$ cat src/mcn_ram.sv
// Generic single-write, single-read RAM with a registered read port.
// No dependencies.
`default_nettype none
module mcn_ram #(
   parameter int WIDTH = 8,
   parameter int DEPTH = 16
) (
   input  wire logic                                         clock,
   input  wire logic                                         we,
   input  wire logic [((DEPTH > 1) ? $clog2(DEPTH) : 1)-1:0] waddr,
   input  wire logic [WIDTH-1:0]                             wdata,
   input  wire logic                                         re,
   input  wire logic [((DEPTH > 1) ? $clog2(DEPTH) : 1)-1:0] raddr,
   output logic      [WIDTH-1:0]                             rdata
);
   logic [WIDTH-1:0] mem_ff [DEPTH];
   logic [WIDTH-1:0] rdata_ff;

   always_ff @(posedge clock) begin
      if (we) begin
         mem_ff[waddr] <= wdata;
      end
      if (re) begin
         rdata_ff <= mem_ff[raddr];
      end
   end

   assign rdata = rdata_ff;
endmodule
`default_nettype wire

$ cat config.mk
export PLATFORM = sky130hd
export DESIGN_NAME = mcn_ram
export DESIGN_NICKNAME = d
export VERILOG_FILES = /design/src/mcn_ram.sv
export SDC_FILE = /design/constraint.sdc
export NUM_CORES = 1
export LEC_CHECK = 0
export ABC_CLOCK_PERIOD_IN_PS = 2750
export BUFFER_PORTS_ARGS = -buffer_cell sky130_fd_sc_hd__buf_2
export CAP_MARGIN = 30
export CORE_MARGIN = 5
export CORE_UTILIZATION = 40
export DETAILED_ROUTE_END_ITERATION = 10
export PLACE_DENSITY = 0.55
export SETUP_SLACK_MARGIN = 0.05
export SLEW_MARGIN = 20
export SYNTH_ARGS = -nofsm -noshare
export SYNTH_HDL_FRONTEND = slang
export SYNTH_SLANG_ARGS = --single-unit
$ cat constraint.sdc
create_clock -name clock -period 2.75 [get_ports clock]
set_input_delay 0.825 -clock clock [delete_from_list [all_inputs] [get_ports clock]]
set_output_delay 0.825 -clock clock [all_outputs]
set_load 0.05 [all_outputs]
==> results.py, run 1 <==
metrics = {
    "logic_synthesis": {
        "ys_seq_area_share_pct": 78.12,
        "synth_cell_types": 18,
        "yosysWarningCount": 0,
        "yosys_register_bits": 136,
        "syn_area_per_cell_um2": 22.83,
        "syn-num-nets": 248,
        "synth_area_um2": 5228,
        "syn_inst": 229,
    },
    "route": {
        "vias": 2461,
        "vias_per_cell": 5.247,
        "wirelength_um": 10260,
        "drc": 0,
        "dr.pass1.iters": 4,
        "drtAntennaViolNets": 0,
        "first_iter_violations": 170,
        "avgRoutedWirePerCell_um": 21.88,
    },
    "timing": {
        "fin_crit_ns": 2.015,
        "fin_hold_ws_ns": 0.7488,
        "fin_crit_sh_pct": 73.27,
        "worst_pin_slew_ns": 0.4973,
        "hold_viol_final": 0,
        "final.setup.tns_ns": 0,
        "rsz0062_at_grt": "no",
        "drv_slew": 0,
        "relSlewSlack_pct": 66.78,
        "fmax_mhz": 496.3,
        "setup_viol_count_final": 0,
        "finClkSkew_ns": 0.004460,
    },
    "floorplanning": {
        "dieArea_um2": 15460,
        "initial_core_util_pct": 41.09,
        "rows": 41,
        "ios": 27,
        "core_um2": 12720,
        "die_height_um": 124.3,
        "die_x_um": 124.3,
    },
    "critical_path": {
        "required_ns": 2.90,
        "cp-start-kind": "primary input",
        "cp-end-kind": "flip-flop",
        "worstPathArrival_ns": 2.16,
        "worstSetupStartpoint": "raddr[0]",
        "critical_path_class": "in2reg",
        "r2r-start": "mem_ff[6][0]",
        "critPathMaxStageDelay_ns": 0.60,
        "cp_cell_sequence": "buf_2 > buf_12 > mux4_1 > a22oi_1 > nand2_1",
        "crit_path_top_delay_cell": "mux4_1",
        "cp_max_fo": 32,
    },
    "clock_tree": {
        "cts_sinks": 136,
        "clkLatencyLatePin_ns": 0.41,
        "cts_setup_buffers": 0,
        "cts_hold_buf": 0,
        "h-tree-depth": 4,
        "cts_buffer_depth": 2,
        "cts_tree": "built",
        "root_buffer": "clkbuf_16",
        "clk_pin_slew_worst_paths_ns": 0.06,
        "cts_buffers": 17,
        "cts_resized": 0,
    },
    "cells_and_area": {
        "final_common_cell": "edfxtp_1",
        "drive_above_1_share_pct": 30.98,
        "layout.nets": 304,
        "syn_to_final_growth_pct": 18.81,
        "fin_area_um2": 6211,
        "antenna_cells": 0,
        "fin_util_pct": 48.82,
        "stdcell_count": 469,
        "final_cell_mix": "edfxtp_1, buf_2, buf_4, mux4_2, clkbuf_16",
    },
    "global_route": {
        "grt_max_degree": 33,
        "grt_overflow": 0,
        "grt_pass1_wl_um": 15660,
        "track_usage_pct": 13.96,
        "first_global_vias": 2539,
        "antenna_found_initial": 0,
    },
    "power_and_ir_drop": {
        "p_leak_uw": 0.002098,
        "peakVddDrop_mv": 0.3733,
        "power_density_nw_per_um2": 751.2,
    },
    "placed_design": {
        "portBuffers": 26,
        "place_hpwl_um": 6587,
        "dp_cells": 438,
        "gp_congestion": 0.7006,
        "postPlaceCellArea_um2": 5669,
    },
    "status": {
        "status": "completed",
    },
    "worst_hold_path": {
        "hold_class": "reg2reg",
        "min_from": "mem_ff[13][5]",
    },
    "flow_run": {
        "cap_violations": 0,
    },
}
## logic make-up (layout without fill, tap and decap cells)
group | after synthesis | in the layout | synth area share (%)
compound gates | 16 | 16 | 2.298
buf+inv | 10 | 78 | 1.651
flops | 136 | 136 | 78.12
mux | 32 | 32 | 14.79
simple gates | 35 | 35 | 3.136
## layer usage
metal	vias up	share of wire, %	track usage [%]	routed length [um]
met3	10	4.2	3.945	427
li1	1097	-	-	-
met2	69	48	20.80	4929
met4	0	1.5	5.609	150
met5	-	0	0	0
met1	1285	46	19.47	4755
## final timing paths
path                                  to  slack (ns)  cells after the start
worst max register to register  rdata[0]        1.28                      3
worst min register to register  rdata[5]        0.75                      3
worst min-delay path            rdata[5]        0.75                      3
worst max-delay path            rdata[1]        0.74                      5
## where the power goes
part	internal [uW]	switching, uW	total (uW)
Clock	1300	766	2070
Combinational	93.1	157	250
Sequential	2340	11.2	2350
## synth_stat cells
| library cell | count | area, um^2 |
|---|---|---|
| clkdlybuf4s25_2 | 3 | 30.03 |
| nand2b_1 | 2 | 12.51 |
| buf_6 | 3 | 33.78 |
| nand3_1 | 1 | 5.000 |
| nor2b_1 | 1 | 6.260 |
| mux4_1 | 14 | 367.9 |
| buf_2 | 3 | 15.01 |
| nand3b_1 | 2 | 15.01 |
| nor3_1 | 4 | 20.02 |
| and2_1 | 1 | 6.260 |
| and2b_1 | 1 | 7.510 |
| mux4_2 | 18 | 405.4 |
| edfxtp_1 | 136 | 4084 |
| nor2_1 | 13 | 48.80 |
| buf_4 | 1 | 7.510 |
| a22oi_1 | 16 | 120.1 |
| nand2_1 | 9 | 33.78 |
| or3b_2 | 1 | 8.760 |
## area by class of cell
type | instances | area, um^2
multi-input cells | 83 | 1057
clock buffers | 18 | 429.2
fillers | 1068 | 6511
flip-flops and latches | 136 | 4084
clock inverters | 13 | 112.6
well taps | 172 | 215.2
repair buffers | 47 | 312.8
## state kept, by name (all words and copies together) (netlist names)
signal  flops
rdata       8
mem_ff    128
## metrics by stage
| step | worst slack [ns] | power (uW) |
|---|---|---|
| global route | 0.7032 | 4826 |
| global placement | 0.3117 | 2641 |
| CTS | 0.7387 | 4706 |
| detailed placement | 0.3227 | 2645 |
| floorplan | 0.4321 | 2541 |
| finish | 0.7352 | 4666 |
## critical path: cells and delay by family
family	cells	cell delay [ns]
compound gates	1	0.25
mux	1	0.60
buf+inv	2	0.36
simple gates	1	0.11
(Power assumes the default switching activity.)
==> run 2: changes to the inputs <==
ABC_AREA = 1   (was unset)
ABC_CLOCK_PERIOD_IN_PS = 1700   (was 2750)
PLACE_DENSITY = 0.57   (was 0.55)
clock period = 1.7 ns   (was 2.75 ns; I/O delays follow)
==> run 2 against run 1 <==
Net effect: wire length is 32% higher; non-clock buffer count is 13 higher; synthesized area is 12% higher; global-route usage is 3.1 points higher; clock skew is 0.0050 ns higher; synthesized cell count is 140% higher; clock power is 64% higher; register-to-register slack worse by 0.78 ns; sequential share of layout area is 6.3 points lower; critical path type is now reg2out; largest cell class unchanged; largest power group unchanged.
==> results.py, run 2 <==
metrics = {
    "global_route": {
        "grt_pass1_wl_um": 21280,
        "first_global_vias": 3700,
        "grt_max_degree": 33,
        "track_usage_pct": 17.03,
        "antenna_found_initial": 0,
        "grt_overflow": 0,
    },
    "clock_tree": {
        "h-tree-depth": 4,
        "clk_pin_slew_worst_paths_ns": 0.06,
        "cts_buffers": 17,
        "cts_setup_buffers": 0,
        "root_buffer": "clkbuf_16",
        "cts_tree": "built",
        "cts_sinks": 136,
        "cts_hold_buf": 0,
        "cts_buffer_depth": 2,
        "clkLatencyLatePin_ns": 0.41,
        "cts_resized": 0,
    },
    "floorplanning": {
        "core_um2": 14420,
        "dieArea_um2": 17130,
        "die_x_um": 130.9,
        "rows": 44,
        "initial_core_util_pct": 40.54,
        "die_height_um": 130.9,
        "ios": 27,
    },
    "cells_and_area": {
        "final_common_cell": "nand2_1",
        "syn_to_final_growth_pct": 17.55,
        "drive_above_1_share_pct": 14.29,
        "multi_input_area_um2": 1214,
        "largest_reg_flops": 128,
        "fillers": 1337,
        "antenna_cells": 0,
        "register_area_um2": 4084,
        "top_register": "mem_ff",
        "final_cell_mix": "nand2_1, edfxtp_1, inv_1, nand3_1, buf_4",
        "layout.nets": 625,
    },
    "critical_path": {
        "crit_path_top_delay_cell": "edfxtp_1",
        "critPathMaxStageDelay_ns": 0.38,
        "cp_cell_sequence": "buf_2",
        "cp_max_fo": 1,
        "cp-end-kind": "output pin",
        "cp-start-kind": "flip-flop",
        "path_buf_inv": 1,
        "critical_path_class": "reg2out",
        "r2r-start": "mem_ff[11][0]",
        "path_delay_family": "flip-flops",
        "required_ns": 1.19,
        "worstPathArrival_ns": 1.08,
        "worstSetupStartpoint": "rdata[3]",
    },
    "route": {
        "first_iter_violations": 449,
        "vias": 3884,
        "drtAntennaViolNets": 0,
        "drc": 0,
        "vias_per_cell": 4.855,
        "wirelength_um": 13590,
        "avgRoutedWirePerCell_um": 16.99,
        "dr.pass1.iters": 7,
    },
    "flow_run": {
        "cap_violations": 0,
    },
    "timing": {
        "finalWorstSetupSlack_ns": 0.1150,
        "worst_pin_slew_ns": 0.6180,
        "rsz0062_at_grt": "no",
        "fin_crit_ns": 1.585,
        "setup_viol_count_final": 0,
        "fin_crit_sh_pct": 93.24,
        "fin_hold_ws_ns": 0.4604,
        "hold_viol_final": 0,
        "final.setup.tns_ns": 0,
        "relSlewSlack_pct": 58.74,
        "fmax_mhz": 630.9,
        "drv_slew": 0,
        "finClkSkew_ns": 0.009464,
    },
    "worst_hold_path": {
        "hold_class": "in2reg",
        "min_from": "re",
    },
    "power_and_ir_drop": {
        "p_leak_uw": 0.002975,
        "peakVddDrop_mv": 0.5073,
        "power_density_nw_per_um2": 1126,
    },
    "placed_design": {
        "place_ws_ns": -0.1168,
        "portBuffers": 26,
        "gp_congestion": 0.8321,
        "place_hpwl_um": 8753,
    },
    "logic_synthesis": {
        "syn_inst": 551,
        "synth_area_um2": 5847,
        "synth_cell_types": 11,
        "yosysWarningCount": 0,
        "synth_edf_count": 136,
        "async_flop_share_pct": 0,
        "synthTopCellsByCount": "nand2_1, edfxtp_1, inv_1",
        "synth.area.top_cells": "edfxtp_1, nand2_1, nand3_1, inv_1, buf_6",
        "syn_area_per_cell_um2": 10.61,
        "synthMostInstantiatedCell": "nand2_1",
        "synth-main-ff-cell": "edfxtp_1",
        "ys_seq_area_share_pct": 69.85,
        "syn-num-nets": 570,
        "yosysTopAreaCellShare_pct": 69.85,
        "yosys.area.top_type": "edfxtp_1",
        "yosys_register_bits": 136,
    },
    "status": {
        "status": "completed",
    },
}
run 2: cell count changes after synthesis, moves of 10 or more:
cell | before | now
nand2_1 | 9 | 173
inv_1 | 0 | 100
nand3_1 | 1 | 97
mux4_2 | 18 | 0
a22oi_1 | 16 | 0
mux4_1 | 14 | 0
buf_2 | 3 | 13
run 2: kinds of logic (layout without fill, tap and decap cells):
family | Yosys count | after routing | synth area share [%]
DFF | 136 | 136 | 69.85
buffers and inverters | 126 | 191 | 9.394
and+or+nand+nor | 289 | 289 | 20.76
run 2: final timing paths:
kind / to / slack (ns) / depth (start not counted)
worst max-delay path: rdata[3] / 0.11 / 1
worst min-delay path: rdata[6] / 0.46 / 1
worst max register to register: rdata[0] / 0.50 / 6
worst min register to register: rdata[5] / 0.75 / 6
run 2: metrics by stage:
stage / instances / power, uW / utilization [%] / instance area [um^2]
detailed placement: 771 / 4414 / 43.91 / 6334
finish: 800 / 7735 / 47.65 / 6873
CTS: 800 / 7790 / 47.65 / 6873
global placement: 771 / 4409 / 43.91 / 6334
floorplan: 551 / 4187 / - / 5847
global route: 800 / 7984 / 47.65 / 6873
run 2: per-layer routing:
layer	global-route usage [%]	up-vias	wire [um]
li1	-	1889	-
met1	23.27	1870	6385
met2	27.14	104	6434
met3	3.415	21	557
met4	6.171	0	215
met5	0	-	0
run 2: layout make-up:
cell class / count / area share (%)
flip-flops and latches: 136 / 59.42
well taps: 184 / 3.350
inverters: 102 / 5.571
clock buffers: 18 / 6.244
repair buffers: 60 / 6.153
multi-input cells: 289 / 17.66
clock inverters: 11 / 1.602
run 2: power by group:
group	switching, uW	total, uW	leakage (uW)	internal, uW
logic	386	543	0.00148	157
clock network	1290	3390	0.000258	2110
registers	21.8	3800	0.00124	3780
total	1690	7740	0.00297	6040
==> run 3: changes to the inputs <==
CORE_ASPECT_RATIO = 1.25   (was unset)
GPL_TIMING_DRIVEN = 0   (was unset)
==> run 3 against run 2 <==
Net effect: critical path depth up 2; wire length increased by 6.9%; clock-buffer cell count grew 1; sequential share of layout area increased by 1.2 points; highest routed layer unchanged; largest cell class unchanged; register-to-register slack hardly changed; die area about the same.
==> results.py, run 3 (synthesis results as in run 2) <==
metrics = {
    "status": {
        "status": "completed",
    },
    "power_and_ir_drop": {
        "peakVddDrop_mv": 0.6351,
        "pwr-share-seq_pct": 48.9,
        "p_leak_uw": 0.002882,
        "combPwrFrac_pct": 7.0,
        "power_frac_clock_pct": 44.0,
        "p_sw_uw": 1729,
        "total_power_uw": 7762,
        "power_density_nw_per_um2": 1153,
        "p_int_uw": 6033,
        "p_sw_share_pct": 22.27,
    },
    "timing": {
        "setup_viol_count_final": 0,
        "fin_crit_ns": 1.603,
        "final.setup.tns_ns": 0,
        "drv_slew": 0,
        "finClkSkew_ns": 0.006765,
        "fmax_mhz": 623.9,
        "hold_viol_final": 0,
        "worst_pin_slew_ns": 0.8702,
        "fin_hold_ws_ns": 0.4378,
        "fin_crit_sh_pct": 94.29,
        "rsz0062_at_grt": "no",
        "relSlewSlack_pct": 41.77,
    },
    "cells_and_area": {
        "multi_input_area_um2": 1219,
        "final_cell_mix": "nand2_1, edfxtp_1, inv_1, nand3_1, buf_2",
        "syn_to_final_growth_pct": 15.13,
        "largest_reg_flops": 128,
        "register_area_um2": 4084,
        "antenna_cells": 0,
        "final_common_cell": "nand2_1",
        "fin_util_pct": 46.92,
        "fillers": 1328,
        "layout.nets": 612,
        "fin_area_um2": 6731,
        "top_register": "mem_ff",
        "drive_above_1_share_pct": 12.42,
    },
    "worst_hold_path": {
        "hold_class": "in2reg",
        "hold_end": "rdata[5]",
        "min_from": "re",
        "min_path_cells": 1,
    },
    "global_route": {
        "grt_overflow": 0,
        "antenna_found_initial": 0,
        "grt_max_degree": 17,
        "track_usage_pct": 17.34,
        "grt_pass1_wl_um": 22190,
        "first_global_vias": 3838,
    },
    "floorplanning": {
        "dieArea_um2": 17150,
        "ios": 27,
        "core_um2": 14350,
        "rows": 49,
        "die_x_um": 118.1,
        "die_height_um": 145.2,
        "initial_core_util_pct": 40.76,
    },
    "critical_path": {
        "required_ns": 1.74,
        "path_delay_family": "simple AND/OR/NAND/NOR gates",
        "crit_path_top_delay_cell": "nor2_1",
        "critical_path_class": "in2reg",
        "critPathMaxStageDelay_ns": 0.68,
        "reg2reg_depth": 6,
        "cp-start-kind": "primary input",
        "worstPathArrival_ns": 1.64,
        "r2r-start": "mem_ff[1][5]",
        "cp-end-kind": "flip-flop",
        "r2r-end": "rdata[5]",
        "cp_max_fo": 8,
        "path_buf_inv": 1,
        "cp_cell_sequence": "buf_2 > nand3b_1 > nor2_1",
        "r2r_slack_ns": 0.49,
    },
    "route": {
        "drtAntennaViolNets": 0,
        "dr.pass1.iters": 5,
        "wl_met3_um": 784,
        "avgRoutedWirePerCell_um": 18.58,
        "drc": 0,
        "wirelength_um": 14530,
        "wl_met1_um": 5732,
        "top_layer": "met4",
        "wl_met2_um": 7543,
        "vias": 3843,
        "first_iter_violations": 368,
        "vias_per_cell": 4.914,
    },
    "clock_tree": {
        "root_buffer": "clkbuf_16",
        "clk_pin_slew_worst_paths_ns": 0.06,
        "clkLatencyLatePin_ns": 0.42,
        "cts_tree": "built",
        "cts_buffers": 17,
        "cts_sinks": 136,
        "cts_hold_buf": 0,
        "cts_buffer_depth": 2,
        "h-tree-depth": 4,
    },
    "placed_design": {
        "postPlaceCellArea_um2": 6185,
        "place_hpwl_um": 9885,
        "gp_congestion": 0.8980,
        "portBuffers": 23,
    },
    "flow_run": {
        "cap_violations": 0,
    },
}
## run 3: cell count changes in the layout (fill, tap and decap cells not counted), sizes merged
| cell | previous run | this run |
|---|---|---|
| buf | 60 | 47 |
| clkbuf | 18 | 19 |
## run 3: layer usage
| layer | vias to the layer above | global-route usage (%) |
|---|---|---|
| li1 | 1861 | - |
| met1 | 1843 | 21.04 |
| met2 | 111 | 29.62 |
| met3 | 28 | 3.114 |
| met4 | 0 | 8.491 |
| met5 | - | 0 |
## run 3: worst max path at each step
stage | startpoint | endpoint | slack, ns | depth (start not counted)
final | waddr[2] | mem_ff[9][2] | 0.1 | 3
after global routing | waddr[2] | mem_ff[9][2] | 0.08 | 3
after CTS | waddr[2] | mem_ff[10][4] | 0.09 | 3
after detailed placement | waddr[2] | mem_ff[10][3] | -0.34 | 3
after global placement | waddr[2] | mem_ff[11][3] | -0.32 | 3
after floorplan | waddr[2] | mem_ff[10][0] | 0.24 | 2
## run 3: worst reg2reg max path: stages (launching register included)
cell      delay (ns)
edfxtp_1        0.37
inv_1           0.06
nand2_1         0.04
nand3_1         0.09
nand3_1         0.16
nand3_1         0.15
nand2_1         0.10
## run 3: metrics by stage
stage               instances  setup slack [ns]
finish                    782           0.09705
global route              782           0.08355
CTS                       782           0.08778
detailed placement        752           -0.3376
global placement          752           -0.3154
floorplan                 551            0.2392
## run 3: layout make-up
| type | count | area share (%) |
|---|---|---|
| multi-input cells | 289 | 18.10 |
| clock inverters | 11 | 1.617 |
| well taps | 178 | 3.309 |
| plain buffers | 24 | 2.472 |
| inverters | 102 | 5.688 |
| flip-flops and latches | 136 | 60.67 |
| repair buffers | 23 | 1.710 |
| clock buffers | 19 | 6.431 |
## run 3: power by group through the flow
| stage | Sequential [uW] | Combinational [uW] | Clock [uW] |
|---|---|---|---|
| 3_5_place_dp | 3870 | 547 | 0 |
| 6_report | 3800 | 546 | 3420 |
| 5_1_grt | 3800 | 596 | 3610 |
| 3_3_place_gp | 3860 | 538 | 0 |
| 4_1_cts | 3800 | 549 | 3440 |
| 2_1_floorplan | 3920 | 265 | 0 |
## run 3: repair_timing
item,4_1_cts,5_1_grt
setup buffers,0,0
setup endpoints to repair,0,11
gates resized for setup,0,2
endpoints found under the hold margin,0,0
