## config.mk

```make
export PLATFORM = sky130hd
export DESIGN_NAME = mcn_arith
export DESIGN_NICKNAME = d
export VERILOG_FILES = /design/src/mcn_pkg.sv /design/src/mcn_arith.sv
export SDC_FILE = /design/constraint.sdc
export NUM_CORES = 1
export LEC_CHECK = 0
export BUFFER_PORTS_ARGS = -buffer_cell sky130_fd_sc_hd__buf_2
export CELL_PAD_IN_SITES_DETAIL_PLACEMENT = 1
export CELL_PAD_IN_SITES_GLOBAL_PLACEMENT = 2
export CORE_ASPECT_RATIO = 0.7
export CORE_MARGIN = 4
export CORE_UTILIZATION = 25
export DETAILED_ROUTE_END_ITERATION = 8
export MAX_ROUTING_LAYER = met4
export PLACE_DENSITY_LB_ADDON = 0.1
export SLEW_MARGIN = 20
export SYNTH_ARGS = -nofsm -noshare
export SYNTH_HDL_FRONTEND = slang
export SYNTH_SLANG_ARGS = --single-unit
```

## constraint.sdc

```tcl
create_clock -name clock -period 7.9 [get_ports clock]
set_input_delay 0.395 -clock clock [delete_from_list [all_inputs] [get_ports clock]]
set_output_delay 0.395 -clock clock [all_outputs]
set_load 0.05 [all_outputs]
```

## src/mcn_pkg.sv

```systemverilog
// Package for the mesh centre-and-normalise block: sizes, codes and the types
// shared between the top level and its arithmetic unit. No dependencies.
`default_nettype none
package mcn_pkg;

   localparam int MAX_VERTICES = 64;
   localparam int ADDR_W       = (MAX_VERTICES > 1) ? $clog2(MAX_VERTICES) : 1;
   localparam int CNT_W        = $clog2(MAX_VERTICES + 1);
   localparam int COORD_W      = 32;
   localparam int VERT_W       = 3 * COORD_W;
   localparam int SUM_W        = COORD_W + CNT_W;

   // Operand widths of the shared arithmetic unit.
   localparam int OPA_W        = 64;
   localparam int OPB_W        = 36;
   localparam int PROD_W       = 2 * OPB_W;
   localparam int STEP_W       = 7;
   localparam int MUL_STEPS    = OPB_W;
   localparam int DIV_STEPS    = OPA_W;

   // Root and square widths for the radius.
   localparam int SQ_W         = 68;
   localparam int SQX_W        = 72;
   localparam int ROOT_W       = SQX_W / 2;
   localparam int REM_W        = ROOT_W + 4;

   localparam logic [COORD_W-1:0] TARGET_RESET = 32'd65536;

   typedef enum logic {
      OP_MUL,
      OP_DIV
   } arith_op_type;

   typedef struct packed {
      logic               start;
      arith_op_type       op;
      logic [OPA_W-1:0]   a;
      logic [OPB_W-1:0]   b;
   } arith_req_type;

   typedef struct packed {
      logic               busy;
      logic               done;
      logic [PROD_W-1:0]  result;
   } arith_rsp_type;

   typedef enum logic [3:0] {
      ST_IDLE,
      ST_CENT_START,
      ST_CENT_WAIT,
      ST_RAD_READ,
      ST_RAD_MUL,
      ST_RAD_WAIT,
      ST_SQRT_INIT,
      ST_SQRT,
      ST_EMIT_READ,
      ST_EMIT_MUL,
      ST_EMIT_MULW,
      ST_EMIT_DIVW,
      ST_EMIT_OUT
   } state_type;

endpackage
`default_nettype wire

```

## src/mcn_arith.sv

```systemverilog
// Shared serial arithmetic unit: shift-add multiply and restoring divide,
// one bit a cycle through a single adder. Depends on mcn_pkg.
`default_nettype none
module mcn_arith
   import mcn_pkg::*;
(
   input  wire logic          clock,
   input  wire logic          reset,
   input  wire arith_req_type req,
   output arith_rsp_type      rsp
);
   logic [PROD_W-1:0] acc_ff, acc_in;
   logic [OPA_W-1:0]  opa_ff, opa_in;
   logic [OPB_W-1:0]  opb_ff, opb_in;
   logic [STEP_W-1:0] cnt_ff, cnt_in;
   logic              busy_ff, busy_in;
   logic              done_ff, done_in;
   arith_op_type      op_ff, op_in;

   logic [OPB_W+1:0]  add_x, add_y, add_s;
   logic              add_c;
   logic [STEP_W-1:0] last;

   // One adder serves both operations; divide adds the inverted divisor.
   always_comb begin
      if (op_ff == OP_MUL) begin
         add_x = {2'b00, acc_ff[PROD_W-1:OPB_W]};
         add_y = opb_ff[0] ? {2'b00, opa_ff[OPB_W-1:0]} : '0;
         add_c = 1'b0;
      end else begin
         add_x = {1'b0, acc_ff[OPB_W-1:0], opa_ff[OPA_W-1]};
         add_y = ~{2'b00, opb_ff};
         add_c = 1'b1;
      end
      add_s = add_x + add_y + {{(OPB_W+1){1'b0}}, add_c};
      last  = (op_ff == OP_MUL) ? STEP_W'(MUL_STEPS - 1) : STEP_W'(DIV_STEPS - 1);
   end

   always_comb begin
      acc_in  = acc_ff;
      opa_in  = opa_ff;
      opb_in  = opb_ff;
      cnt_in  = cnt_ff;
      busy_in = busy_ff;
      op_in   = op_ff;
      done_in = 1'b0;
      if (req.start && !busy_ff) begin
         acc_in  = '0;
         opa_in  = req.a;
         opb_in  = req.b;
         op_in   = req.op;
         cnt_in  = '0;
         busy_in = 1'b1;
      end else if (busy_ff) begin
         if (op_ff == OP_MUL) begin
            acc_in = {add_s[OPB_W:0], acc_ff[OPB_W-1:1]};
            opb_in = opb_ff >> 1;
         end else begin
            // Top bit of the sum is set when the trial subtraction borrows.
            if (add_s[OPB_W+1]) begin
               acc_in = {{(PROD_W-OPB_W-1){1'b0}}, add_x[OPB_W:0]};
            end else begin
               acc_in = {{(PROD_W-OPB_W-1){1'b0}}, add_s[OPB_W:0]};
            end
            opa_in = {opa_ff[OPA_W-2:0], ~add_s[OPB_W+1]};
         end
         cnt_in = cnt_ff + 1'b1;
         if (cnt_ff == last) begin
            busy_in = 1'b0;
            done_in = 1'b1;
         end
      end
   end

   always_ff @(posedge clock) begin
      if (reset) begin
         busy_ff <= 1'b0;
         done_ff <= 1'b0;
      end else begin
         busy_ff <= busy_in;
         done_ff <= done_in;
      end
      acc_ff <= acc_in;
      opa_ff <= opa_in;
      opb_ff <= opb_in;
      cnt_ff <= cnt_in;
      op_ff  <= op_in;
   end

   assign rsp.busy   = busy_ff;
   assign rsp.done   = done_ff;
   assign rsp.result = (op_ff == OP_MUL) ? acc_ff : {{(PROD_W-OPA_W){1'b0}}, opa_ff};
endmodule
`default_nettype wire

```

==> impl_metrics.json, run 1 <==
{
  "drt-pass1-iter-count": 5,
  "slew_viol_final": 0,
  "synth-seq-cells": 182,
  "core_sq_um": 42640,
  "worstSetupPathType": "reg -> reg",
  "multi_input_area_sq_um": 5868,
  "crit_start": "op_ff$_DFFE_PP_",
  "syn_area_sq_um": 10870,
  "reg2reg_to": "acc_ff[36]$_SDFFE_PP0P_",
  "startpoint_type": "register",
  "cts_hold_buf": 0,
  "syn_avg_cell_area_sq_um": 8.402,
  "setup_viol": 0,
  "crit_end": "acc_ff[36]$_SDFFE_PP0P_",
  "max_cap_violations": 0,
  "final_common_cell": "nand2_1",
  "hp-class": "in -> reg",
  "initial_core_util_pct": 25.49,
  "grtUsageTotal_pct": 17.23,
  "final_cell_mix": "nand2_1 (475), buf_2 (177), edfxtp_1 (101), dfxtp_1 (81), o21ai_0 (61)",
  "async_flop_share_pct": 0,
  "grt_pass1_vias": 10050,
  "dpl_cell_area_sq_um": 12290,
  "clock_latency_ns": 0.46,
  "final_cell_area_sq_um": 12880,
  "nFillCells": 5100,
  "postLayoutSetupSlackWorst_ns": 2.872,
  "grt_max_degree": 118,
  "vias": 9603,
  "antenna_found_initial": 0,
  "fmax_mhz": 198.9,
  "synthTopCellsByArea": "edfxtp_1 (28%), nand2_1 (16%), dfxtp_1 (15%), ha_1 (4.1%), mux2_2 (3.7%)",
  "synth_cell_types": 64,
  "hold_viol": 0,
  "dp_hpwl_um": 27910,
  "required_ns": 8.23,
  "htree_levels": 4,
  "root_buffer": "clkbuf_16",
  "clkSinkCount": 182,
  "fin_util_pct": 30.19,
  "synth_cells": 1294,
  "seqCellArea_sq_um": 4654,
  "synth_ff_type": "edfxtp_1",
  "num-nets-final": 1563,
  "die_x_um": 257.2,
  "overflow": 0,
  "drtIter0Drc": 496,
  "syn_to_final_growth_pct": 18.44,
  "reg2reg_depth": 15,
  "regToRegSetupSlack_ns": 2.87,
  "num_rows": 63,
  "place_congestion": 0.8086,
  "synth_edf_count": 101,
  "rsz0062_at_grt": "no",
  "fp.dieH_um": 182.5,
  "cp-end-kind": "register",
  "pre_cts_slack_ns": 2.956,
  "ys_seq_area_share_pct": 42.81,
  "power.total_mw": 2.986,
  "cts_tree": "built",
  "synth_top_area_cell": "edfxtp_1",
  "hold_depth": 2,
  "cts.repair.resized": 0,
  "yosysWarnings": 0,
  "port_buffers": 177,
  "fin_setup_tns_ns": 0,
  "ir_drop_mv": 0.1507,
  "drtAntennaViolNets": 0,
  "wl_per_cell_um": 19.64,
  "die_area_sq_um": 46940,
  "arrival_ns": 5.36,
  "min_period_over_period_pct": 63.64,
  "holdWs_ns": 0.09477,
  "power_leakage_nw": 6.037,
  "clock_path_buffers": 2,
  "final_cells": 2019,
  "cts_buffers": 17,
  "path_max_fanout": 46,
  "diodes": 0,
  "syn_nets": 1436,
  "grt_pass1_wl_um": 61420,
  "drc": 0,
  "drive_above_1_share_pct": 18.90,
  "r2r-start": "op_ff$_DFFE_PP_",
  "tightestPinTransition_ns": 0.9374,
  "clk_pin_slew_worst_paths_ns": 0.08,
  "placed_cells": 1987,
  "wirelength_um": 39660,
  "power_density_nw_per_um2": 231.9,
  "finClkSkew_ns": 0.01839,
  "routed_via_density": 4.756,
  "netlist.area_leader.share_pct": 27.90,
  "fin_crit_ns": 5.028,
  "status": "completed",
  "relSlewSlack_pct": 37.51,
  "post-cts-setup-buffers": 0,
  "ios": 178
}
==> worst min-delay path by stage <==
| stage | startpoint | to |
|---|---|---|
| 2_1_floorplan | acc_ff[68]$_SDFFE_PP0P_ | acc_ff[68]$_SDFFE_PP0P_ |
| 3_3_place_gp | acc_ff[69]$_SDFFE_PP0P_ | acc_ff[69]$_SDFFE_PP0P_ |
| 3_5_place_dp | acc_ff[69]$_SDFFE_PP0P_ | acc_ff[69]$_SDFFE_PP0P_ |
| 4_1_cts | reset | done_ff$_SDFF_PP0_ |
| 5_1_grt | reset | done_ff$_SDFF_PP0_ |
| 6_report | reset | done_ff$_SDFF_PP0_ |
==> routing by layer <==
layer	part of all wire, %	routed length, um	GRT usage (%)	vias to the layer above
li1	-	-	-	4795
met1	54	21590	25.83	4655
met2	42	16650	24.67	137
met3	3.0	1204	2.844	16
met4	0.53	210	2.835	0
met5	0	0	-	-
==> sequential cells by signal (all words and copies together) (netlist names) <==
name and flops:
done_ff 1, acc_ff 72, opa_ff 64, busy_ff 1
op_ff 1, opb_ff 36, cnt_ff 7
==> cell type report <==
cell class,count,area share [%]
multi-input combinational,1020,45.57
clock inverter,12,0.8648
sequential,182,36.15
clock buffer,20,3.722
inverter,11,0.3304
tap,585,5.685
timing repair buffer,189,7.677
==> cell usage after synthesis (all sizes together), types with 2 or more instances <==
master   number
o221ai        2
nor3         12
o21a          8
o221a         2
nand2       476
o31a          2
o21ai        87
a31oi         5
nand4         7
a22oi        28
xor2         15
fa            2
a21boi        2
nor2b        12
inv          11
a21oi        38
dfxtp        81
mux2         36
a311oi        2
nand2b        7
buf          22
edfxtp      101
o2111ai       2
a22o         37
and2          5
a21o         28
and3          3
o31ai         2
nor2         30
clkbuf       59
o211ai        7
a221o         4
nand3        42
xnor2        21
mux2i        30
or3           5
a211oi        8
ha           36
o21bai        3
==> logic make-up (layout without fill, tap and decap cells) <==
logic type | after synthesis | count (layout) | synth area share [%]
flip-flops | 182 | 182 | 42.81
multiplexers | 66 | 66 | 6.491
XOR/XNOR | 36 | 36 | 2.900
adder cells (fa/ha/maj) | 38 | 38 | 4.511
buffers and inverters | 92 | 232 | 3.533
AO/OA/AOI/OAI | 275 | 275 | 17.04
AND/OR/NAND/NOR | 605 | 605 | 22.71
==> worst max-delay path, stage by stage, from the launching register on <==
cell and delay (ns):
edfxtp_1 0.45, inv_2 0.67, nand2_1 0.27, nand2_1 0.16, fa_1 0.25, inv_1 0.07, fa_1 0.41, nor2b_1 0.19
o2111ai_1 0.17, a31oi_1 0.53, o21a_1 0.32, a32oi_1 0.13, a311oi_1 0.59, a221o_1 0.31, xor2_1 0.24, o221ai_1 0.13
==> where the power goes <==
group	internal, mW	total [mW]	switching (mW)	leakage (nW)
Sequential	1.12	1.22	0.0941	1.66
Clock	0.477	0.902	0.425	0.295
Combinational	0.279	0.867	0.588	4.08
Power figures use the tool's default switching activity.
==> run 2, diff against run 1 <==
==> constraint.sdc (replaced) <==
create_clock -name clock -period 4.8 [get_ports clock]
set_input_delay 0.24 -clock clock [delete_from_list [all_inputs] [get_ports clock]]
set_output_delay 0.24 -clock clock [all_outputs]
set_load 0.05 [all_outputs]
==> run 2 against run 1 <==
- non-clock buffer count is 11 higher
- die area did not move
- sequential share of layout area shrank 0.21 points
- first-iteration DRC count shrank 17%
- worst hold slack lost 0.061 ns
- sequential power is 63% higher
- clock-buffer cell count is 1 higher
- global-route usage increased by 0.18 points
- critical path type unchanged
- largest power group unchanged
==> impl_metrics.json, run 2 (same netlist as run 1, synthesis figures left out) <==
{
  "clkSinkCount": 182,
  "path_depth": 16,
  "tightestPinTransition_ns": 0.9950,
  "hold_viol": 0,
  "num_rows": 63,
  "hp-class": "in -> reg",
  "post-cts-setup-buffers": 0,
  "dpl_cell_area_sq_um": 12360,
  "power_density_nw_per_um2": 376.9,
  "cp_common_cell": "fa_1",
  "finClkSkew_ns": 0.01356,
  "crit_buf_inv": 3,
  "biggestRegsByFlops": "acc_ff: 72 flops, opa_ff: 64 flops, opb_ff: 36 flops",
  "p_int_mw": 3.077,
  "final_cell_mix": "nand2_1 (475), buf_2 (177), edfxtp_1 (101), dfxtp_1 (81), o21ai_0 (61)",
  "slowest_delay_ns": 0.53,
  "final_cells": 2030,
  "wirelength_um": 40140,
  "path_delay_family": "compound AO/OA/AOI/OAI gates",
  "regToRegSetupSlack_ns": 0.47,
  "diodes": 0,
  "fin_setup_tns_ns": 0,
  "wl_per_cell_um": 19.77,
  "die_x_um": 257.2,
  "syn_to_final_growth_pct": 19.13,
  "worstSetupPathType": "reg -> reg",
  "hold_depth": 3,
  "core_sq_um": 42640,
  "die_area_sq_um": 46940,
  "grt_pass1_vias": 10040,
  "antenna_found_initial": 0,
  "cts_hold_buf": 2,
  "cts.repair.resized": 0,
  "status": "completed",
  "htree_levels": 4,
  "cp-end-kind": "register",
  "port_buffers": 177,
  "pre_cts_slack_ns": 0.4590,
  "cts_buffers": 17,
  "slowest_stage": "edfxtp_1",
  "root_buffer": "clkbuf_16",
  "grtUsageTotal_pct": 17.41,
  "clk_pin_slew_worst_paths_ns": 0.08,
  "drtAntennaViolNets": 0,
  "fmax_mhz": 231.1,
  "final_cell_area_sq_um": 12950,
  "ios": 178,
  "postLayoutSetupSlackWorst_ns": 0.4720,
  "power.share.sequential_pct": 40.9,
  "rsz0062_at_grt": "no",
  "nFillCells": 5130,
  "place_congestion": 0.8423,
  "drtIter0Drc": 414,
  "arrival_ns": 4.66,
  "largest_register_ffs": 72,
  "clock_path_buffers": 2,
  "setup_viol": 0,
  "power_leakage_nw": 6.076,
  "grt_pass1_wl_um": 61680,
  "final_common_cell": "nand2_1",
  "fp.dieH_um": 182.5,
  "drc": 0,
  "placed_cells": 1996,
  "vias": 9693,
  "drive_above_1_share_pct": 19.38,
  "power.total_mw": 4.881,
  "path_max_fanout": 59,
  "reg2reg_depth": 16,
  "slew_viol_final": 0,
  "comb_power_share_pct": 29.5,
  "regMostFlops": "acc_ff",
  "required_ns": 5.13,
  "dp_hpwl_um": 29190,
  "startpoint_type": "register",
  "drt-pass1-iter-count": 5,
  "overflow": 0,
  "initial_core_util_pct": 25.49,
  "clock_power_share_pct": 29.7,
  "p_switching_mw": 1.804,
  "fin_crit_ns": 4.328,
  "routed_via_density": 4.775,
  "relSlewSlack_pct": 33.52,
  "ir_drop_mv": 0.2432,
  "clock_latency_ns": 0.46,
  "crit_chain": "inv_2 -> buf_12 -> nand3_1 -> o21ai_0 -> fa_1 -> inv_1 -> fa_1 -> nor2b_1 -> o2111ai_1 -> a31oi_1 -> o21a_1 -> a32oi_1 -> a311oi_1 -> a221o_1 -> xor2_1 -> o221ai_1",
  "min_period_over_period_pct": 90.17,
  "num-nets-final": 1574,
  "cts_tree": "built",
  "grt_max_degree": 71,
  "max_cap_violations": 0,
  "switching_share_pct": 36.97
}
-- run 2: cell count changes in the layout (fill, tap and decap cells not counted), sizes merged --
cell         delta
clkinvlp        +1
dlygate4sd3     +2
buf             +9
inv             -1
clkbuf          +1
clkinv          -1
-- run 2: cell type report --
class	instances	area, sq um	share of cell area (%)
multi-input combinational	1020	5867	45.30
sequential	182	4654	35.94
timing repair buffer	200	1089	8.405
tap	585	732.0	5.652
clock buffer	21	470.5	3.632
clock inverter	11	96.34	0.7439
inverter	11	42.54	0.3285
-- run 2: power groups by stage --
stage | logic (mW) | registers [mW] | clock network, mW
after global placement | 1.45 | 2.03 | 0
after floorplan | 1.05 | 1.96 | 0
after global routing | 1.58 | 2.02 | 1.55
after detailed placement | 1.45 | 2.03 | 0
final | 1.44 | 1.99 | 1.45
after CTS | 1.46 | 2.00 | 1.51
-- run 2: worst reg2reg max path, stage by stage, from the launching register on --
cell and delay, ns:
edfxtp_1 0.53, inv_2 0.16, buf_12 0.26, nand3_1 0.12, o21ai_0 0.12, fa_1 0.28
inv_1 0.07, fa_1 0.41, nor2b_1 0.17, o2111ai_1 0.16, a31oi_1 0.40, o21a_1 0.30
a32oi_1 0.13, a311oi_1 0.51, a221o_1 0.26, xor2_1 0.19, o221ai_1 0.13
-- run 2: final timing paths --
check | start | endpoint
min | req[86] | opa_ff[50]$_DFFE_PP_
min reg2reg | acc_ff[69]$_SDFFE_PP0P_ | acc_ff[69]$_SDFFE_PP0P_
max | op_ff$_DFFE_PP_ | acc_ff[36]$_SDFFE_PP0P_
max reg2reg | op_ff$_DFFE_PP_ | acc_ff[36]$_SDFFE_PP0P_
-- run 2: through the flow --
stage          utilization [%]  hold WS (ns)
2_1_floorplan                -        0.3116
3_3_place_gp             28.99        0.4212
3_5_place_dp             28.99        0.4207
4_1_cts                  30.37      0.001518
5_1_grt                  30.37       0.02081
6_report                 30.37       0.03374
-- run 2: layer usage --
layer / track usage (%) / part of all wire (%) / wire, um
met4: 3.751 / 0.96 / 387
met1: 26.11 / 55 / 21880
met5: - / 0 / 0
met3: 2.622 / 3.1 / 1244
met2: 24.68 / 41 / 16620
==> run 3, diff against run 2 <==
--- a/config.mk
+++ b/config.mk
@@ -9,11 +9,12 @@
 export CELL_PAD_IN_SITES_DETAIL_PLACEMENT = 1
 export CELL_PAD_IN_SITES_GLOBAL_PLACEMENT = 2
 export CORE_ASPECT_RATIO = 0.7
-export CORE_MARGIN = 4
+export CORE_MARGIN = 2
 export CORE_UTILIZATION = 25
 export DETAILED_ROUTE_END_ITERATION = 8
 export MAX_ROUTING_LAYER = met4
 export PLACE_DENSITY_LB_ADDON = 0.1
+export RECOVER_POWER = 100
 export SLEW_MARGIN = 20
 export SYNTH_ARGS = -nofsm -noshare
 export SYNTH_HDL_FRONTEND = slang
==> run 3 against run 2 <==
- the flow now finishes with violations (max-capacitance violations, max-slew violations)
- sequential share of layout area grew 0.24 points
- maximum frequency is essentially flat
- global-route usage grew 0.82 points
- clock-buffer cell count grew 2
==> impl_metrics.json, run 3 (same netlist as run 1, synthesis figures left out) <==
{
  "fin_setup_tns_ns": 0,
  "relSlewSlack_pct": -38.47,
  "holdWs_ns": 0.03895,
  "grtUsageTotal_pct": 18.23,
  "fp.dieH_um": 178.5,
  "regToRegSetupSlack_ns": 0.47,
  "cp_common_cell": "buf_4",
  "reg2reg_depth": 14,
  "num_rows": 63,
  "routed_via_density": 4.710,
  "cp-end-kind": "register",
  "clk_pin_slew_worst_paths_ns": 0.08,
  "fmax_mhz": 230.9,
  "reg2reg_to": "acc_ff[14]$_SDFFE_PP0P_",
  "dpl_cell_area_sq_um": 12360,
  "grt_max_degree": 118,
  "place_congestion": 0.8305,
  "path_max_fanout": 16,
  "core_sq_um": 42640,
  "hold_depth": 3,
  "violations": "max-capacitance violations, max-slew violations",
  "placed_cells": 1994,
  "antenna_found_initial": 0,
  "drc": 0,
  "wl_per_cell_um": 19.60,
  "clock_latency_ns": 0.46,
  "drtIter0Drc": 501,
  "hold_viol": 0,
  "slowest_stage": "a2111o_1",
  "htree_levels": 4,
  "num-nets-final": 1572,
  "slew_viol_final": 117,
  "pre_cts_slack_ns": 0.5329,
  "dp_hpwl_um": 28580,
  "grt_pass1_vias": 9832,
  "die_area_sq_um": 45200,
  "slowest_delay_ns": 0.45,
  "final_cell_area_sq_um": 12860,
  "cts_buffers": 17,
  "power_leakage_nw": 5.843,
  "status": "finished with violations",
  "drtAntennaViolNets": 0,
  "drive_above_1_share_pct": 13.79,
  "required_ns": 5.15,
  "min_period_over_period_pct": 90.22,
  "overflow": 0,
  "path_delay_family": "compound AO/OA/AOI/OAI gates",
  "fin_crit_ns": 4.331,
  "die_x_um": 253.2,
  "hp-class": "in -> reg",
  "syn_to_final_growth_pct": 18.32,
  "power_density_nw_per_um2": 382.6,
  "hp-start": "req[84]",
  "rsz0062_at_grt": "no",
  "r2r-start": "op_ff$_DFFE_PP_",
  "max_cap_violations": 4,
  "clkSinkCount": 182,
  "ios": 178,
  "ir_drop_mv": 0.2278,
  "largest_register_ffs": 72,
  "wirelength_um": 39780,
  "drt-pass1-iter-count": 4,
  "initial_core_util_pct": 25.49,
  "clock_path_buffers": 2,
  "port_buffers": 177,
  "postLayoutSetupSlackWorst_ns": 0.4694,
  "finClkSkew_ns": 0.01193,
  "vias": 9556,
  "holdPathEnd": "opa_ff[48]$_DFFE_PP_",
  "setup_viol": 0,
  "crit_chain": "inv_1 -> buf_4 -> o21ai_0 -> ha_1 -> o211ai_1 -> o21bai_1 -> o2111ai_2 -> a2111o_1 -> a211oi_2 -> o311ai_2 -> and2_2 -> buf_4 -> and3_1 -> a211o_1",
  "grt_pass1_wl_um": 60680,
  "root_buffer": "clkbuf_16",
  "crit_buf_inv": 3,
  "worstSetupPathType": "reg -> reg",
  "cts_tree": "built",
  "tightestPinTransition_ns": 2.069,
  "arrival_ns": 4.68,
  "final_cells": 2029,
  "final_cell_mix": "nand2_1 (476), buf_2 (114), edfxtp_1 (101), o21ai_0 (86), dfxtp_1 (81)",
  "final_common_cell": "nand2_1",
  "startpoint_type": "register",
  "regMostFlops": "acc_ff",
  "biggestRegsByFlops": "acc_ff: 72 flops, opa_ff: 64 flops, opb_ff: 36 flops"
}
[run 3: cell count changes in the layout (fill, tap and decap cells not counted), moves of 9 or more]
cell | before | now
clkbuf_1 | 1 | 68
buf_2 | 177 | 114
o21ai_0 | 61 | 86
o21ai_1 | 26 | 1
buf_4 | 19 | 10
[run 3: where the power goes]
group | total (mW) | internal, mW | switching, mW
combinational | 1.42 | 0.446 | 0.974
clock | 1.50 | 0.813 | 0.692
sequential | 2.00 | 1.85 | 0.148
total | 4.92 | 3.11 | 1.81
[run 3: layout make-up]
cell class                 count  area, sq um
multi-input combinational   1020         5846
timing repair buffer         198        989.7
tap                          585        732.0
inverter                      11        42.54
clock buffer                  23        511.7
antenna                        1        2.502
clock inverter                 9        85.08
sequential                   182         4654
fill                        5112        29780
[run 3: timing repair]
| action | 4_1_cts | 5_1_grt |
|---|---|---|
| setup buffers | 0 | 0 |
| hold endpoints to repair | 3 | 0 |
| hold buffers | 2 | 0 |
| gates resized for setup | 0 | 0 |
[run 3: worst min-delay path, cell delays in order]
cell and delay, ns:
buf_2 0.07, nand2_1 0.04, nand2_1 0.04
[run 3: how the worst max path moves through the flow]
stage                         start                 endpoint  cells past startpoint
floorplan           op_ff$_DFFE_PP_  acc_ff[10]$_SDFFE_PP0P_                     18
global placement    op_ff$_DFFE_PP_  acc_ff[24]$_SDFFE_PP0P_                     15
detailed placement  op_ff$_DFFE_PP_  acc_ff[36]$_SDFFE_PP0P_                     15
CTS                 op_ff$_DFFE_PP_  acc_ff[36]$_SDFFE_PP0P_                     15
global route        op_ff$_DFFE_PP_  acc_ff[24]$_SDFFE_PP0P_                     14
finish              op_ff$_DFFE_PP_  acc_ff[14]$_SDFFE_PP0P_                     14
[run 3: layer usage]
metal / global-route usage (%) / vias to the layer above / part of all wire (%)
met2: 25.45 / 142 / 41
li1: - / 4801 / -
met5: - / - / 0
met3: 2.714 / 15 / 2.7
met1: 27.51 / 4598 / 56
met4: 3.501 / 0 / 0.82
[run 3: metrics by stage]
step	power (mW)	util, %
after floorplan	3.017	-
after global placement	3.483	28.99
after detailed placement	3.488	28.99
after CTS	5.019	30.43
after global routing	5.193	30.16
final	4.922	30.16
